<file path="src/design/jads_pkg.sv">
// Shared types, constants and register codes for the joystick average/deadzone/scaler.
`timescale 1ns / 1ps
package jads_pkg;

	// Number of readings averaged per result.
	localparam int SAMPLES = 8;
	localparam int NSAMP   = (SAMPLES < 1) ? 1 : SAMPLES;

	localparam int AXW    = 10;  // axis reading / result width
	localparam int PCTW   = 7;   // percentage register width
	localparam int SUMW   = 18;  // running sum width
	localparam int COLLW  = 8;   // readings-held counter width
	localparam int CMDW   = 2;
	localparam int IDXW   = 3;   // configuration index width
	localparam int SW     = 13;  // signed working width for thresholds and positions
	localparam int DIV_W  = 22;  // divider dividend / quotient width
	localparam int DVS_W  = 11;  // divider divisor width
	localparam int CNT_W  = $clog2(DIV_W + 1);
	localparam int PW     = SW + AXW + 1;  // signed product width in the lanes

	localparam int PCT_DIV = 100;

	// Reciprocal multiply and shift gives the exact truncated quotient for every
	// dividend below 2**(dividend width).
	localparam int PCT_DW = AXW + PCTW;  // center * percent, and the magnitude of rp
	localparam int PCT_SH = PCT_DW + $clog2(PCT_DIV);
	localparam int PCT_RW = PCT_DW + 1;
	localparam int PCT_PW = PCT_DW + PCT_RW;
	localparam int PCT_QW = PCT_PW - PCT_SH;  // quotient bits kept
	localparam logic [PCT_RW-1:0] PCT_RECIP =
		PCT_RW'(((longint'(1) << PCT_SH) + PCT_DIV - 1) / PCT_DIV);

	localparam int AVG_SH = SUMW + $clog2(NSAMP);
	localparam int AVG_RW = SUMW + 1;
	localparam int AVG_PW = SUMW + AVG_RW;
	localparam logic [AVG_RW-1:0] AVG_RECIP =
		AVG_RW'(((longint'(1) << AVG_SH) + NSAMP - 1) / NSAMP);

	localparam logic [AXW-1:0]   TOP_WIDE   = AXW'(1023);
	localparam logic [AXW-1:0]   TOP_NARROW = AXW'(255);
	localparam logic [CMDW-1:0]  CMD_NARROW = CMDW'(1);

	localparam logic [AXW-1:0]  RST_CENTER = AXW'(512);
	localparam logic [AXW-1:0]  RST_DELTA  = AXW'(200);
	localparam logic [PCTW-1:0] RST_PCT    = '0;

	typedef enum logic [IDXW-1:0] {
		REG_CENTER_X,
		REG_CENTER_Y,
		REG_X_DELTA_POS,
		REG_X_DELTA_NEG,
		REG_Y_DELTA_POS,
		REG_Y_DELTA_NEG,
		REG_DEADZONE_PCT,
		REG_REVERSE_DEADZONE_PCT
	} jads_reg_t;

	// Per-axis input range taken from configuration.
	typedef struct packed {
		logic signed [SW-1:0] lo;
		logic signed [SW-1:0] hi;
		logic signed [SW-1:0] center;
	} jads_axis_t;

	// Thresholds shared by both lanes (all derived from X).
	typedef struct packed {
		logic signed [SW-1:0] dz_lo;
		logic signed [SW-1:0] dz_hi;
		logic signed [SW-1:0] rm;       // r + m, added to the axis minimum
		logic signed [SW-1:0] snap_hi;  // rp - m
	} jads_thr_t;

	typedef struct packed {
		logic avg_ok;
		logic res_ok;
	} jads_lane_stat_t;

endpackage

</file>
<file path="src/design/jads_if.sv">
// Valid/ready channel interfaces for readings and scaled results.
`timescale 1ns / 1ps
interface jads_in_if import jads_pkg::*; ();
	logic            valid;
	logic            ready;
	logic [AXW-1:0]  sample_x;
	logic [AXW-1:0]  sample_y;
	logic [CMDW-1:0] command;

	modport source (output valid, output sample_x, output sample_y, output command,
		input ready);
	modport sink (input valid, input sample_x, input sample_y, input command,
		output ready);
endinterface

interface jads_out_if import jads_pkg::*; ();
	logic           valid;
	logic           ready;
	logic [AXW-1:0] axis_x;
	logic [AXW-1:0] axis_y;

	modport source (output valid, output axis_x, output axis_y, input ready);
	modport sink (input valid, input axis_x, input axis_y, output ready);
endinterface

</file>
<file path="src/design/joystick_average_deadzone_scaler.sv">
// Top level: reading collection, X and Y lanes, threshold unit and result register.
// A reading that is collected or dropped leaves ready high.
// The reading after a full set starts a computation (averages, five threshold steps,
// snap and product, a mapping divide); ready stays low until the result enters the
// output register, longer while that register is held.
// Reset restores the default configuration and clears the sums and the count.
`timescale 1ns / 1ps
module joystick_average_deadzone_scaler import jads_pkg::*; (
	input  logic            clk,
	input  logic            arst_n,
	input  logic            cfg_we,
	input  logic [IDXW-1:0] cfg_index,
	input  logic [AXW-1:0]  cfg_data,
	jads_in_if.sink         samples,
	jads_out_if.source      results
);

	typedef enum logic [1:0] {S_IDLE, S_AVG, S_MAP, S_OUT} state_t;

	state_t           state_q;
	logic [AXW-1:0]   center_x_q;
	logic [AXW-1:0]   center_y_q;
	logic [AXW-1:0]   x_delta_pos_q;
	logic [AXW-1:0]   x_delta_neg_q;
	logic [AXW-1:0]   y_delta_pos_q;
	logic [AXW-1:0]   y_delta_neg_q;
	logic [PCTW-1:0]  deadzone_pct_q;
	logic [PCTW-1:0]  reverse_deadzone_pct_q;

	logic [SUMW-1:0]  sum_x_q;
	logic [SUMW-1:0]  sum_y_q;
	logic [AXW-1:0]   prev_x_q;
	logic [AXW-1:0]   prev_y_q;
	logic [COLLW-1:0] collected_q;
	logic [CMDW-1:0]  cmd_q;
	logic             go_q;
	logic             map_q;
	logic             out_valid_q;
	logic [AXW-1:0]   axis_x_q;
	logic [AXW-1:0]   axis_y_q;

	jads_axis_t       axis_x;
	jads_axis_t       axis_y;
	jads_thr_t        thr;
	logic             thr_done;
	jads_lane_stat_t  stat_x;
	jads_lane_stat_t  stat_y;
	logic [AXW-1:0]   res_x;
	logic [AXW-1:0]   res_y;
	logic [AXW-1:0]   top;
	logic             take;
	logic             crossed_any;
	logic             load_out;

	function automatic logic crossed(input logic [AXW-1:0] before_v,
		input logic [AXW-1:0] now_v, input logic [AXW-1:0] c);
		crossed = (before_v < c && now_v > c) || (before_v > c && now_v < c);
	endfunction

	always_comb begin
		axis_x.center = $signed({{(SW-AXW){1'b0}}, center_x_q});
		axis_x.lo     = axis_x.center - $signed({{(SW-AXW){1'b0}}, x_delta_neg_q});
		axis_x.hi     = axis_x.center + $signed({{(SW-AXW){1'b0}}, x_delta_pos_q});
		axis_y.center = $signed({{(SW-AXW){1'b0}}, center_y_q});
		axis_y.lo     = axis_y.center - $signed({{(SW-AXW){1'b0}}, y_delta_neg_q});
		axis_y.hi     = axis_y.center + $signed({{(SW-AXW){1'b0}}, y_delta_pos_q});
		top           = (cmd_q == CMD_NARROW) ? TOP_NARROW : TOP_WIDE;
		take          = samples.valid && (state_q == S_IDLE);
		crossed_any   = crossed(prev_x_q, samples.sample_x, center_x_q)
			|| crossed(prev_y_q, samples.sample_y, center_y_q);
		load_out      = (state_q == S_OUT) && (!out_valid_q || results.ready);
	end

	jads_thr u_thr (
		.clk                  (clk),
		.arst_n               (arst_n),
		.start                (go_q),
		.center_x             (center_x_q),
		.deadzone_pct         (deadzone_pct_q),
		.reverse_deadzone_pct (reverse_deadzone_pct_q),
		.max_x                (axis_x.hi),
		.done                 (thr_done),
		.thr                  (thr)
	);

	jads_lane u_lane_x (
		.clk       (clk),
		.arst_n    (arst_n),
		.avg_start (go_q),
		.map_start (map_q),
		.sum       (sum_x_q),
		.axis      (axis_x),
		.thr       (thr),
		.top       (top),
		.inv       (1'b0),
		.stat      (stat_x),
		.res       (res_x)
	);

	jads_lane u_lane_y (
		.clk       (clk),
		.arst_n    (arst_n),
		.avg_start (go_q),
		.map_start (map_q),
		.sum       (sum_y_q),
		.axis      (axis_y),
		.thr       (thr),
		.top       (top),
		.inv       (1'b1),
		.stat      (stat_y),
		.res       (res_y)
	);

	// configuration registers
	always_ff @(posedge clk or negedge arst_n) begin
		if (!arst_n) begin
			center_x_q             <= RST_CENTER;
			center_y_q             <= RST_CENTER;
			x_delta_pos_q          <= RST_DELTA;
			x_delta_neg_q          <= RST_DELTA;
			y_delta_pos_q          <= RST_DELTA;
			y_delta_neg_q          <= RST_DELTA;
			deadzone_pct_q         <= RST_PCT;
			reverse_deadzone_pct_q <= RST_PCT;
		end else if (cfg_we) begin
			case (jads_reg_t'(cfg_index))
				REG_CENTER_X:             center_x_q             <= cfg_data;
				REG_CENTER_Y:             center_y_q             <= cfg_data;
				REG_X_DELTA_POS:          x_delta_pos_q          <= cfg_data;
				REG_X_DELTA_NEG:          x_delta_neg_q          <= cfg_data;
				REG_Y_DELTA_POS:          y_delta_pos_q          <= cfg_data;
				REG_Y_DELTA_NEG:          y_delta_neg_q          <= cfg_data;
				REG_DEADZONE_PCT:         deadzone_pct_q         <= cfg_data[PCTW-1:0];
				REG_REVERSE_DEADZONE_PCT: reverse_deadzone_pct_q <= cfg_data[PCTW-1:0];
				default: ;
			endcase
		end
	end

	always_ff @(posedge clk or negedge arst_n) begin
		if (!arst_n) begin
			state_q     <= S_IDLE;
			sum_x_q     <= '0;
			sum_y_q     <= '0;
			prev_x_q    <= '0;
			prev_y_q    <= '0;
			collected_q <= '0;
			cmd_q       <= '0;
			go_q        <= 1'b0;
			map_q       <= 1'b0;
			out_valid_q <= 1'b0;
			axis_x_q    <= '0;
			axis_y_q    <= '0;
		end else begin
			go_q  <= 1'b0;
			map_q <= 1'b0;
			if (out_valid_q && results.ready && !load_out) begin
				out_valid_q <= 1'b0;
			end
			case (state_q)
				S_IDLE: begin
					if (take) begin
						if (collected_q < COLLW'(NSAMP)) begin
							if (collected_q != '0 && crossed_any) begin
								// drop the reading and restart collection
								collected_q <= '0;
								sum_x_q     <= '0;
								sum_y_q     <= '0;
							end else begin
								sum_x_q     <= sum_x_q + SUMW'(samples.sample_x);
								sum_y_q     <= sum_y_q + SUMW'(samples.sample_y);
								prev_x_q    <= samples.sample_x;
								prev_y_q    <= samples.sample_y;
								collected_q <= collected_q + COLLW'(1);
							end
						end else begin
							cmd_q   <= samples.command;
							go_q    <= 1'b1;
							state_q <= S_AVG;
						end
					end
				end
				S_AVG: begin
					if (!go_q && thr_done && stat_x.avg_ok && stat_y.avg_ok) begin
						map_q   <= 1'b1;
						state_q <= S_MAP;
					end
				end
				S_MAP: begin
					if (!map_q && stat_x.res_ok && stat_y.res_ok) begin
						state_q <= S_OUT;
					end
				end
				S_OUT: begin
					// hold until the output register is free
					if (load_out) begin
						axis_x_q    <= res_x;
						axis_y_q    <= res_y;
						out_valid_q <= 1'b1;
						collected_q <= '0;
						sum_x_q     <= '0;
						sum_y_q     <= '0;
						state_q     <= S_IDLE;
					end
				end
				default: state_q <= S_IDLE;
			endcase
		end
	end

	assign samples.ready  = (state_q == S_IDLE);
	assign results.valid  = out_valid_q;
	assign results.axis_x = axis_x_q;
	assign results.axis_y = axis_y_q;

endmodule

</file>
<file path="src/design/jads_div.sv">
// Restoring unsigned divider, one quotient bit per cycle.
`timescale 1ns / 1ps
module jads_div import jads_pkg::*; (
	input  logic             clk,
	input  logic             arst_n,
	input  logic             start,
	input  logic [DIV_W-1:0] dividend,
	input  logic [DVS_W-1:0] divisor,
	output logic             done,
	output logic [DIV_W-1:0] quot
);

	logic [DVS_W-1:0] rem_q;
	logic [DVS_W-1:0] divisor_q;
	logic [DIV_W-1:0] quot_q;
	logic [CNT_W-1:0] cnt_q;
	logic             busy_q;
	logic             done_q;

	logic [DVS_W:0]   trial;
	logic             fits;
	logic [DVS_W-1:0] rem_next;

	always_comb begin
		trial    = {rem_q, quot_q[DIV_W-1]};
		fits     = (trial >= {1'b0, divisor_q});
		rem_next = fits ? DVS_W'(trial - {1'b0, divisor_q}) : trial[DVS_W-1:0];
	end

	always_ff @(posedge clk or negedge arst_n) begin
		if (!arst_n) begin
			rem_q     <= '0;
			divisor_q <= '0;
			quot_q    <= '0;
			cnt_q     <= '0;
			busy_q    <= 1'b0;
			done_q    <= 1'b0;
		end else if (start) begin
			rem_q     <= '0;
			divisor_q <= divisor;
			quot_q    <= dividend;
			cnt_q     <= CNT_W'(DIV_W);
			busy_q    <= 1'b1;
			done_q    <= 1'b0;
		end else if (busy_q) begin
			rem_q  <= rem_next;
			quot_q <= {quot_q[DIV_W-2:0], fits};
			cnt_q  <= cnt_q - CNT_W'(1);
			if (cnt_q == CNT_W'(1)) begin
				busy_q <= 1'b0;
				done_q <= 1'b1;
			end
		end
	end

	assign done = done_q;
	assign quot = quot_q;

endmodule

</file>
<file path="src/design/jads_thr.sv">
// Shared threshold unit: deadzone and edge snap limits from the X configuration.
`timescale 1ns / 1ps
module jads_thr import jads_pkg::*; (
	input  logic                 clk,
	input  logic                 arst_n,
	input  logic                 start,
	input  logic [AXW-1:0]       center_x,
	input  logic [PCTW-1:0]      deadzone_pct,
	input  logic [PCTW-1:0]      reverse_deadzone_pct,
	input  logic signed [SW-1:0] max_x,
	output logic                 done,
	output jads_thr_t            thr
);

	typedef enum logic [2:0] {T_IDLE, T_DZR, T_RP, T_M, T_SUM} tstate_t;

	tstate_t              state_q;
	logic                 done_q;
	jads_thr_t            thr_q;
	logic [PCT_DW-1:0]    prod_dz_q;
	logic [PCT_DW-1:0]    prod_r_q;
	logic signed [SW-1:0] dz_q;
	logic signed [SW-1:0] r_q;
	logic signed [SW-1:0] rp_q;
	logic [PCT_DW-1:0]    rp_mag_q;
	logic signed [SW-1:0] m_q;

	logic [PCT_PW-1:0]    scl_dz;
	logic [PCT_PW-1:0]    scl_r;
	logic [PCT_PW-1:0]    scl_m;
	logic signed [SW-1:0] cx;
	logic signed [SW-1:0] dz_now;
	logic signed [SW-1:0] r_now;
	logic signed [SW-1:0] rp_now;
	logic [SW-1:0]        rp_abs;
	logic signed [SW-1:0] m_abs;
	logic signed [SW-1:0] m_now;

	always_comb begin
		scl_dz = PCT_PW'(prod_dz_q) * PCT_PW'(PCT_RECIP);
		scl_r  = PCT_PW'(prod_r_q) * PCT_PW'(PCT_RECIP);
		scl_m  = PCT_PW'(rp_mag_q) * PCT_PW'(PCT_RECIP);
		cx     = $signed({{(SW-AXW){1'b0}}, center_x});
		dz_now = $signed({{(SW-PCT_QW){1'b0}}, scl_dz[PCT_SH +: PCT_QW]});
		r_now  = $signed({{(SW-PCT_QW){1'b0}}, scl_r[PCT_SH +: PCT_QW]});
		rp_now = max_x - r_q;
		rp_abs = rp_now[SW-1] ? $unsigned(-rp_now) : $unsigned(rp_now);
		m_abs  = $signed({{(SW-PCT_QW){1'b0}}, scl_m[PCT_SH +: PCT_QW]});
		// m truncates toward zero, so negate the magnitude quotient
		m_now  = rp_q[SW-1] ? -m_abs : m_abs;
	end

	always_ff @(posedge clk or negedge arst_n) begin
		if (!arst_n) begin
			state_q   <= T_IDLE;
			done_q    <= 1'b0;
			thr_q     <= '0;
			prod_dz_q <= '0;
			prod_r_q  <= '0;
			dz_q      <= '0;
			r_q       <= '0;
			rp_q      <= '0;
			rp_mag_q  <= '0;
			m_q       <= '0;
		end else begin
			case (state_q)
				T_IDLE: begin
					if (start) begin
						prod_dz_q <= center_x * deadzone_pct;
						prod_r_q  <= center_x * reverse_deadzone_pct;
						done_q    <= 1'b0;
						state_q   <= T_DZR;
					end
				end
				T_DZR: begin
					dz_q    <= dz_now;
					r_q     <= r_now;
					state_q <= T_RP;
				end
				T_RP: begin
					rp_q     <= rp_now;
					rp_mag_q <= PCT_DW'(rp_abs);
					state_q  <= T_M;
				end
				T_M: begin
					m_q     <= m_now;
					state_q <= T_SUM;
				end
				T_SUM: begin
					thr_q.dz_lo   <= cx - dz_q;
					thr_q.dz_hi   <= cx + dz_q;
					thr_q.rm      <= r_q + m_q;
					thr_q.snap_hi <= rp_q - m_q;
					done_q        <= 1'b1;
					state_q       <= T_IDLE;
				end
				default: state_q <= T_IDLE;
			endcase
		end
	end

	assign done = done_q;
	assign thr  = thr_q;

endmodule

</file>
<file path="src/design/jads_lane.sv">
// One axis lane: average, deadzone and edge snap, then linear map with saturation.
`timescale 1ns / 1ps
module jads_lane import jads_pkg::*; (
	input  logic            clk,
	input  logic            arst_n,
	input  logic            avg_start,
	input  logic            map_start,
	input  logic [SUMW-1:0] sum,
	input  jads_axis_t      axis,
	input  jads_thr_t       thr,
	input  logic [AXW-1:0]  top,
	input  logic            inv,
	output jads_lane_stat_t stat,
	output logic [AXW-1:0]  res
);

	typedef enum logic [2:0] {L_IDLE, L_HOLD, L_SNAP, L_MUL, L_DIV} lstate_t;

	lstate_t              state_q;
	jads_lane_stat_t      stat_q;
	logic [AXW-1:0]       res_q;
	logic [AXW-1:0]       avg_q;
	logic signed [SW-1:0] v_q;
	logic                 neg_q;
	logic                 zero_q;
	logic                 div_start_q;
	logic [DIV_W-1:0]     div_dvd_q;
	logic [DVS_W-1:0]     div_dvs_q;

	logic                 div_done;
	logic [DIV_W-1:0]     quot;

	logic [AVG_PW-1:0]    avg_full;
	logic signed [SW-1:0] v0;
	logic signed [SW-1:0] v1;
	logic signed [SW-1:0] v2;
	logic signed [SW-1:0] snap_lo;
	logic signed [SW-1:0] diff;
	logic signed [SW-1:0] span;
	logic signed [PW-1:0] prod;
	logic signed [PW-1:0] mag;
	logic [DIV_W-1:0]     q;
	logic                 over;
	logic [AXW-1:0]       res_next;

	jads_div u_div (
		.clk      (clk),
		.arst_n   (arst_n),
		.start    (div_start_q),
		.dividend (div_dvd_q),
		.divisor  (div_dvs_q),
		.done     (div_done),
		.quot     (quot)
	);

	always_comb begin
		// average by reciprocal multiply and shift
		avg_full = AVG_PW'(sum) * AVG_PW'(AVG_RECIP);

		v0      = $signed({{(SW-AXW){1'b0}}, avg_q});
		snap_lo = axis.lo + thr.rm;
		v1      = (v0 >= thr.dz_lo && v0 <= thr.dz_hi) ? axis.center : v0;
		if (v1 <= snap_lo) begin
			v2 = axis.lo;
		end else if (v1 >= thr.snap_hi) begin
			v2 = axis.hi;
		end else begin
			v2 = v1;
		end

		diff = v_q - axis.lo;
		span = axis.hi - axis.lo;
		prod = $signed({{(PW-SW){diff[SW-1]}}, diff}) * $signed({{(PW-AXW){1'b0}}, top});
		mag  = prod[PW-1] ? -prod : prod;

		// zero span forces a zero quotient: output 0, or top on the inverted lane
		q    = zero_q ? '0 : quot;
		over = (q > {{(DIV_W-AXW){1'b0}}, top});
		if (!inv) begin
			res_next = neg_q ? '0 : (over ? top : q[AXW-1:0]);
		end else begin
			res_next = neg_q ? top : (over ? '0 : top - q[AXW-1:0]);
		end
	end

	always_ff @(posedge clk or negedge arst_n) begin
		if (!arst_n) begin
			state_q     <= L_IDLE;
			stat_q      <= '0;
			res_q       <= '0;
			avg_q       <= '0;
			v_q         <= '0;
			neg_q       <= 1'b0;
			zero_q      <= 1'b0;
			div_start_q <= 1'b0;
			div_dvd_q   <= '0;
			div_dvs_q   <= '0;
		end else begin
			div_start_q <= 1'b0;
			case (state_q)
				L_IDLE: begin
					if (avg_start) begin
						avg_q   <= avg_full[AVG_SH +: AXW];
						stat_q  <= '{avg_ok: 1'b1, res_ok: 1'b0};
						state_q <= L_HOLD;
					end
				end
				L_HOLD: begin
					if (map_start) begin
						state_q <= L_SNAP;
					end
				end
				L_SNAP: begin
					v_q     <= v2;
					state_q <= L_MUL;
				end
				L_MUL: begin
					div_dvd_q   <= DIV_W'($unsigned(mag));
					div_dvs_q   <= DVS_W'($unsigned(span));
					neg_q       <= prod[PW-1];
					zero_q      <= (span == '0);
					div_start_q <= 1'b1;
					state_q     <= L_DIV;
				end
				L_DIV: begin
					if (!div_start_q && div_done) begin
						res_q         <= res_next;
						stat_q.res_ok <= 1'b1;
						state_q       <= L_IDLE;
					end
				end
				default: state_q <= L_IDLE;
			endcase
		end
	end

	assign stat = stat_q;
	assign res  = res_q;

endmodule
</file>
<file path="src/flat_wrapper.sv">
// flat-port wrapper written by rule: the top's interface ports become plain ports
module joystick_average_deadzone_scaler_flat import jads_pkg::*;
  (clk, arst_n, cfg_we, cfg_index, cfg_data, samples_valid, samples_sample_x, samples_sample_y, samples_command, samples_ready, results_valid, results_axis_x, results_axis_y, results_ready);
  jads_in_if samples_i ();
  jads_out_if results_i ();
  input  logic clk;
  input  logic arst_n;
  input  logic cfg_we;
  input  logic [IDXW-1:0] cfg_index;
  input  logic [AXW-1:0] cfg_data;
  input wire logic [$bits(samples_i.valid)-1:0] samples_valid;
  input wire logic [$bits(samples_i.sample_x)-1:0] samples_sample_x;
  input wire logic [$bits(samples_i.sample_y)-1:0] samples_sample_y;
  input wire logic [$bits(samples_i.command)-1:0] samples_command;
  output wire logic [$bits(samples_i.ready)-1:0] samples_ready;
  output wire logic [$bits(results_i.valid)-1:0] results_valid;
  output wire logic [$bits(results_i.axis_x)-1:0] results_axis_x;
  output wire logic [$bits(results_i.axis_y)-1:0] results_axis_y;
  input wire logic [$bits(results_i.ready)-1:0] results_ready;
  assign samples_i.valid = samples_valid;
  assign samples_i.sample_x = samples_sample_x;
  assign samples_i.sample_y = samples_sample_y;
  assign samples_i.command = samples_command;
  assign samples_ready = samples_i.ready;
  assign results_valid = results_i.valid;
  assign results_axis_x = results_i.axis_x;
  assign results_axis_y = results_i.axis_y;
  assign results_i.ready = results_ready;
  joystick_average_deadzone_scaler u_core (.clk(clk), .arst_n(arst_n), .cfg_we(cfg_we), .cfg_index(cfg_index), .cfg_data(cfg_data), .samples(samples_i), .results(results_i));
endmodule
</file>
<file path="config.mk">
export PLATFORM = sky130hd
export DESIGN_NAME = joystick_average_deadzone_scaler_flat
export DESIGN_NICKNAME = d
export VERILOG_FILES = /design/src/design/jads_pkg.sv /design/src/design/jads_if.sv /design/src/design/joystick_average_deadzone_scaler.sv /design/src/design/jads_div.sv /design/src/design/jads_thr.sv /design/src/design/jads_lane.sv /design/src/flat_wrapper.sv
export SDC_FILE = /design/constraint.sdc
export NUM_CORES = 2
export LEC_CHECK = 0
export BUFFER_PORTS_ARGS = -buffer_cell sky130_fd_sc_hd__clkbuf_2
export CORE_MARGIN = 2
export CORE_UTILIZATION = 35
export CTS_CLUSTER_DIAMETER = 80
export CTS_CLUSTER_SIZE = 24
export DETAILED_ROUTE_END_ITERATION = 12
export PLACE_DENSITY = 0.5
export SYNTH_ARGS = -nofsm -noshare
export SYNTH_HDL_FRONTEND = slang
export SYNTH_SLANG_ARGS = --single-unit
export TNS_END_PERCENT = 100
</file>
<file path="constraint.sdc">
create_clock -name clk -period 11.5 [get_ports clk]
set_input_delay 1.15 -clock clk [delete_from_list [all_inputs] [get_ports clk]]
set_output_delay 1.15 -clock clk [all_outputs]
set_load 0.02 [all_outputs]
</file>
# Word level (Yosys, flattened, before mapping)
# Cells that the tools add are included.
# W data, S select, Z words.
# totals
register_bits	566
output_inout_bits	22
elab_cells	319
input_bits	40
# classes
mul	7
reduce_logical	69
n_eq_ne	38
add_sub_neg	27
muxes	88
n_lt_le_gt_ge	21
n_bitwise	2
# ops
op	n
$mux W22	8
$mux W18	7
$mux W13	6
$pmux W18 S2	2
$mul A17 B18 Y35 const B	2
$mux W10	7
$mux W11	6
$ge A11 B13 Y1	4
$le A11 B13 Y1	4
$mul A13 B11 Y24	2
$gt A22 B10 Y1	2
$neg A22 Y22	2
$gt A10 B10 Y1	4
$lt A10 B10 Y1	4
$add A18 B10 Y18	2
$mul A10 B7 Y17	2
$reduce_and A2 Y1	17
$mux W8	4
$mul A13 B18 Y31 const B	1
$pmux W3 S5	2
$mux W1	27
$add A11 B13 Y13	2
$logic_not A13 Y1	2
$sub A12 B11 Y13	2
42 further kinds	131

# Longest topological paths before layout
# logic_depth
depth_word	9
depth_mapped	40
mapped_depth_nobuf	38

# Hierarchy
# Synthesis repeated with hierarchy kept, for this count alone.
# hier_totals
hier_cells	7427
area_unflattened_um2	67257.0
# modules_own_cells
mod	n_inst	seq_area_each_um2	cells_each	area_each_um2
jads_thr	1	3628.5	2753	25912.4
jads_lane	2	1851.8	1472	12440.7
joystick_average_deadzone_scaler	1	4146.5	1124	10755.3
jads_div	2	1276.2	303	2854.0

# Worst setup path before layout
# No wires, ideal clock.
# synth_path
kind	register -> register
startpoint	register u_core.center_x_q[0]
endpoint	register u_core.u_lane_x.div_dvd_q[17]
setup_ps	132
path_stages_with_launch	38
t_arrival_ps	9009
slack_ps	2360
synth_period_minus_slack_ps	9140
n_path_buf	1
path_cell_list	dfrtp_1 > inv_1 > ha_1 > inv_1 > fa_1 > a21o_1 > a21oi_1 > xnor2_1 > inv_1 > ha_1 > nand2_1 > nand2_1 > a31o_2 > maj3_2 > a2111oi_0 > nor4_2 > xnor2_2 > fa_1 > (+2 left out) > fa_1 > inv_1 > fa_1 > inv_1 > ha_1 > a21o_1 > a21oi_1 > o21ai_1 > a31o_2 > a311oi_1 > o2bb2ai_1 > o21a_1 > o21ai_0 > xnor2_2 > buf_6 > o21ai_1 > xor2_1 > o21ai_1
# synth_via
elab_chain_cells	5
# synth_lines
item	line_no	rtl
start: declaration	joystick_average_deadzone_scaler.sv:21	logic [AXW-1:0] center_x_q;
start signal: assignment	joystick_average_deadzone_scaler.sv:127	REG_CENTER_X: center_x_q <= cfg_data;
$sub A10 B10 Y11 *	joystick_average_deadzone_scaler.sv:62	axis_x.lo = axis_x.center - $signed({{(SW-AXW){1'b0}}, x_delta_neg_q});
$sub A13 B11 Y13 *	jads_lane.sv:71	diff = v_q - axis.lo;
$mul A13 B11 Y24 *	jads_lane.sv:73	prod = $signed({{(PW-SW){diff[SW-1]}}, diff}) * $signed({{(PW-AXW){1'b0}}, top});
$neg A22 Y22	jads_lane.sv:74	mag = prod[PW-1] ? -prod : prod;
$mux W22 *	jads_lane.sv:74	
end signal: assignment	jads_lane.sv:118	div_dvd_q <= DIV_W'($unsigned(mag));
end: declaration	jads_lane.sv:27	logic [DIV_W-1:0] div_dvd_q;
# Every way passes the cells marked *; elsewhere a longest branch is shown, timed or not.
# A chain may end at the register's enable or synchronous reset.

# Worst setup path after layout
# layout_path
startpoint	register u_core.center_x_q[0]
endpoint	register u_core.u_lane_x.div_dvd_q[15]
# Same word-level chain as after synthesis.

==> flow_summary.rst <==
.. list-table::
   :header-rows: 1

   * - Metric
     - Value
   * - H-tree level count
     - 2
   * - Total setup buffers inserted after CTS
     - 0
   * - Worst setup path start
     - u_core.center_x_q[0]
   * - Nature of the critical path endpoint
     - register
   * - CP Class
     - reg -> reg
   * - Maximum clock rate
     - 0.0969 GHz
   * - Final setup TNS
     - 0 ns
   * - Worst-path clk slew
     - roughly 0.1 ns
   * - Headroom to the max-slew limit
     - 0.240
   * - Via count of the first global-routing pass
     - 43,500
   * - Layout Cells excl Fill
     - 8,657
   * - Final weighted congestion in routability-driven placement
     - 0.892
   * - DRC marker count from the first detailed-route iteration
     - 2,035
   * - Origin of the worst min-delay path
     - u_core.u_lane_x.div_dvd_q[6]
   * - Largest buffer count on any clock path
     - 3
   * - Vias post-DR
     - 42,700
   * - TritonCTS clock tree
     - done
   * - Area inside the core boundary
     - 171,000 µm²
   * - Count of max-cap constraint violations
     - 0
   * - Buffering stage count on the worst path with inverters included
     - 5
   * - Cells taking the most area after synthesis
     - dfrtp_1 (22%), ha_1 (19%), fa_1 (18%)
   * - Async S/R FF share, synth
     - 1.00
   * - R2r worst-path depth
     - 36
   * - Syn nets
     - 7,859
   * - Clock latency on the worst-skew pair
     - 0.69 ns
   * - Required time of the worst setup path
     - 12.06 ns
   * - Largest net degree at the start of global routing
     - 127
   * - Final WL
     - roughly 150 mm
   * - Number of setup violations in the final report
     - 0
   * - Count of cell types in the netlist
     - 110
   * - Unrepaired setup endpoints after global routing
     - false
   * - Initial Utilization
     - 0.352
   * - Cell with the most instances on the worst path
     - fa_1
   * - Number of I/O port buffers
     - 61
   * - Cell Count Post-Placement
     - 8,559
   * - #FFs+latches synth
     - between 500 and 600
   * - Fraction of the yosys area taken by sequential cells
     - 0.228
   * - Outcome
     - complete, no violations
   * - Max stage delay cell, worst path
     - xnor2_2
   * - Final hold violations
     - 0
   * - Arrival @ worst endpoint
     - 10.88 ns
   * - Number of synthesis warnings
     - 0
   * - Count of cells resized by post-cts repair
     - 0
   * - Remaining Overflow, GRT
     - 0
   * - Count of antenna-violating nets left after detailed routing
     - 0
   * - Number of top-level pins
     - 62
   * - Global router's overall resource usage
     - 0.177
   * - End point of the worst hold path
     - u_core.u_lane_x.u_div.quot[6]
   * - TritonCTS sink count
     - around 550
   * - Antenna violations before repair
     - 10
   * - Category of the worst setup path launch point
     - register
   * - Kind of path behind the tightest hold check
     - reg -> reg
   * - Number of flops mapped to enable cells by yosys
     - 0
   * - Wire length of the first global-routing pass
     - roughly 250 mm
   * - Share of Yosys cell area claimed by the top area cell type
     - 0.222
   * - NumNets Final
     - approximately 8,000
   * - Max Transition Viols Final
     - 0
   * - Number of buffers created by CTS
     - 50
   * - Worst-case register-to-register setup slack
     - 1.18 ns
   * - Half-perimeter wire length after placement
     - approximately 130 mm
   * - Number of DRC violations after detailed routing
     - 0
   * - Predominant post-synthesis flop cell
     - dfrtp_1
   * - Number of cells traversed by the worst hold path
     - 2
   * - Layout overhead on the synthesized area
     - 8.06%
   * - Mean instance size in the synthesized netlist
     - roughly 9.4 µm²
   * - Width of the die
     - 419 µm
   * - Portion of the clock cycle consumed by the worst path in the final layout
     - 0.898
   * - Post-Synthesis Cell Area
     - 60,200 µm²
   * - End of the worst register-to-register path
     - u_core.u_lane_x.div_dvd_q[15]
   * - Wire length per cell
     - roughly 18 µm
   * - First-pass iteration count of the detailed router
     - 5
   * - Placement row count
     - around 150
   * - Commonest non-fill, non-tap cell in the layout
     - inv_1
   * - Hold-fix buffer count after cts
     - 0
   * - Ratio of routed vias to standard cells
     - 4.93
   * - Highest-count cells in the layout ignoring fill and taps
     - inv_1 (1,081), ha_1 (899), nand2_1 (563)
   * - Die extent in y
     - 419 µm
   * - Critical Path Max Stage Delay
     - 0.66 ns
   * - Fraction of final layout cells with drive strength greater than 1
     - 0.0729
   * - Root Buffer
     - clkbuf_16
   * - R2R Path Start
     - u_core.center_x_q[0]
   * - Actual slew at the worst max-slew pin
     - 1.14 ns
   * - Area of the die
     - 175,000 µm²
   * - Worst clock skew on the final layout
     - 0.0778 ns
   * - Leading area contributor after synthesis
     - dfrtp_1
   * - Dominant delay contributor by cell family on the critical path
     - adder cells
   * - Largest fanout of any net on the critical path
     - 12
   * - Synthesized netlist cell count
     - approximately 6,400
   * - Final period demand of the worst path
     - 10.32 ns
-- state kept, by name, summed over array words and instances (netlist names), 11 cells and up --
register / cells
u_core.u_thr.prod_dz_q: 17
u_core.u_lane_x.u_div.rem_q: 11
u_core.u_lane_x.v_q: 12
u_core.u_lane_y.u_div.divisor_q: 11
u_core.u_lane_y.div_dvs_q: 11
u_core.u_thr.prod_r_q: 17
u_core.u_lane_y.u_div.rem_q: 11
u_core.sum_y_q: 13
u_core.u_lane_x.div_dvs_q: 11
u_core.u_thr.rp_mag_q: 13
u_core.u_thr.m_q: 11
u_core.u_thr.thr: 49
u_core.sum_x_q: 13
u_core.u_lane_y.div_dvd_q: 22
u_core.u_thr.dz_q: 11
u_core.u_lane_x.u_div.quot: 22
u_core.u_lane_x.u_div.divisor_q: 11
u_core.u_thr.r_q: 11
u_core.u_thr.rp_q: 12
u_core.u_lane_y.u_div.quot: 22
u_core.u_lane_y.v_q: 12
u_core.u_lane_x.div_dvd_q: 22
-- per-stage QoR --
stage	utilization	hold slack, ns	instance area (µm²)	setup WS (ns)
3_5_place_dp	0.368	0.464	63100	1.25
5_1_grt	0.380	0.491	65000	0.397
4_1_cts	0.380	0.470	65000	1.13
6_report	0.380	0.465	65000	1.18
2_1_floorplan	-	0.440	60200	2.36
3_3_place_gp	0.368	0.457	63100	1.38
-- metal layers --
metal  up-vias  global-route usage  part of all wire
li1      21200                   -                 -
met1     20900               0.247              0.48
met2       526               0.301              0.48
met3       126              0.0158             0.027
met4         8              0.0294             0.016
met5         -                   0           0.00031
-- cells in the mapped netlist (24+ instances only) --
master       n
o211ai_1    24
ha_1       899
xor2_1     132
fa_1       538
nor2b_1     69
a21o_1     127
nand4_1     42
clkbuf_1   143
a21boi_0    25
o21a_1      53
inv_1     1081
nand3_1     59
o21bai_1    35
nand2_1    564
o21ai_0    413
o21ai_1     41
nor2_1     270
a21oi_1    244
a31oi_1     30
nor3_1      63
a211oi_1    34
mux2i_1     74
dfrtp_1    534
and2_1      87
o31ai_1     47
mux2_2     160
nand2b_1    67
xnor2_1    181
-- cell families (layout without fill, tap and decap cells) --
| family | Yosys count | count (layout) | synth area share |
|---|---|---|---|
| adder cells (fa/ha/maj) | 1453 | 1453 | 0.369 |
| XOR/XNOR | 326 | 326 | 0.0495 |
| other | 0 | 4 | 0 |
| flip-flops | 548 | 548 | 0.228 |
| multiplexers | 234 | 234 | 0.0422 |
| AND/OR/NAND/NOR | 1354 | 1354 | 0.106 |
| AO/OA/AOI/OAI | 1213 | 1213 | 0.126 |
| buffers and inverters | 1254 | 1292 | 0.0791 |
-- cell type report --
class | instances | area, µm²
tap | 2233 | 2790
timing repair buffer | 107 | 686
fill | 17200 | 106000
multi-input combinational | 4580 | 41700
sequential | 548 | 13700
clock inverter | 41 | 692
inverter | 1091 | 4100
antenna | 4 | 10.0
clock buffer | 53 | 1280
-- how the worst max path moves through the flow --
stage	cells after the start	end	slack [ns]
detailed placement	36	u_core.u_lane_x.div_dvd_q[15]	1.25
CTS	36	u_core.u_lane_x.div_dvd_q[15]	1.13
floorplan	37	u_core.u_lane_x.div_dvd_q[17]	2.36
global placement	36	u_core.u_lane_x.div_dvd_q[15]	1.38
finish	36	u_core.u_lane_x.div_dvd_q[15]	1.18
global route	36	u_core.u_lane_x.div_dvd_q[15]	0.40
-- worst min-delay path: cells and delay by family, from the launching register on --
family / cells / cell delay, ns
AOI/OAI and AO/OA: 1 / 0.06
DFF: 1 / 0.36
and+or+nand+nor: 1 / 0.05
Power is not shown: default switching activity piles up to over one toggle a cycle in this logic, so the estimate is an artifact.
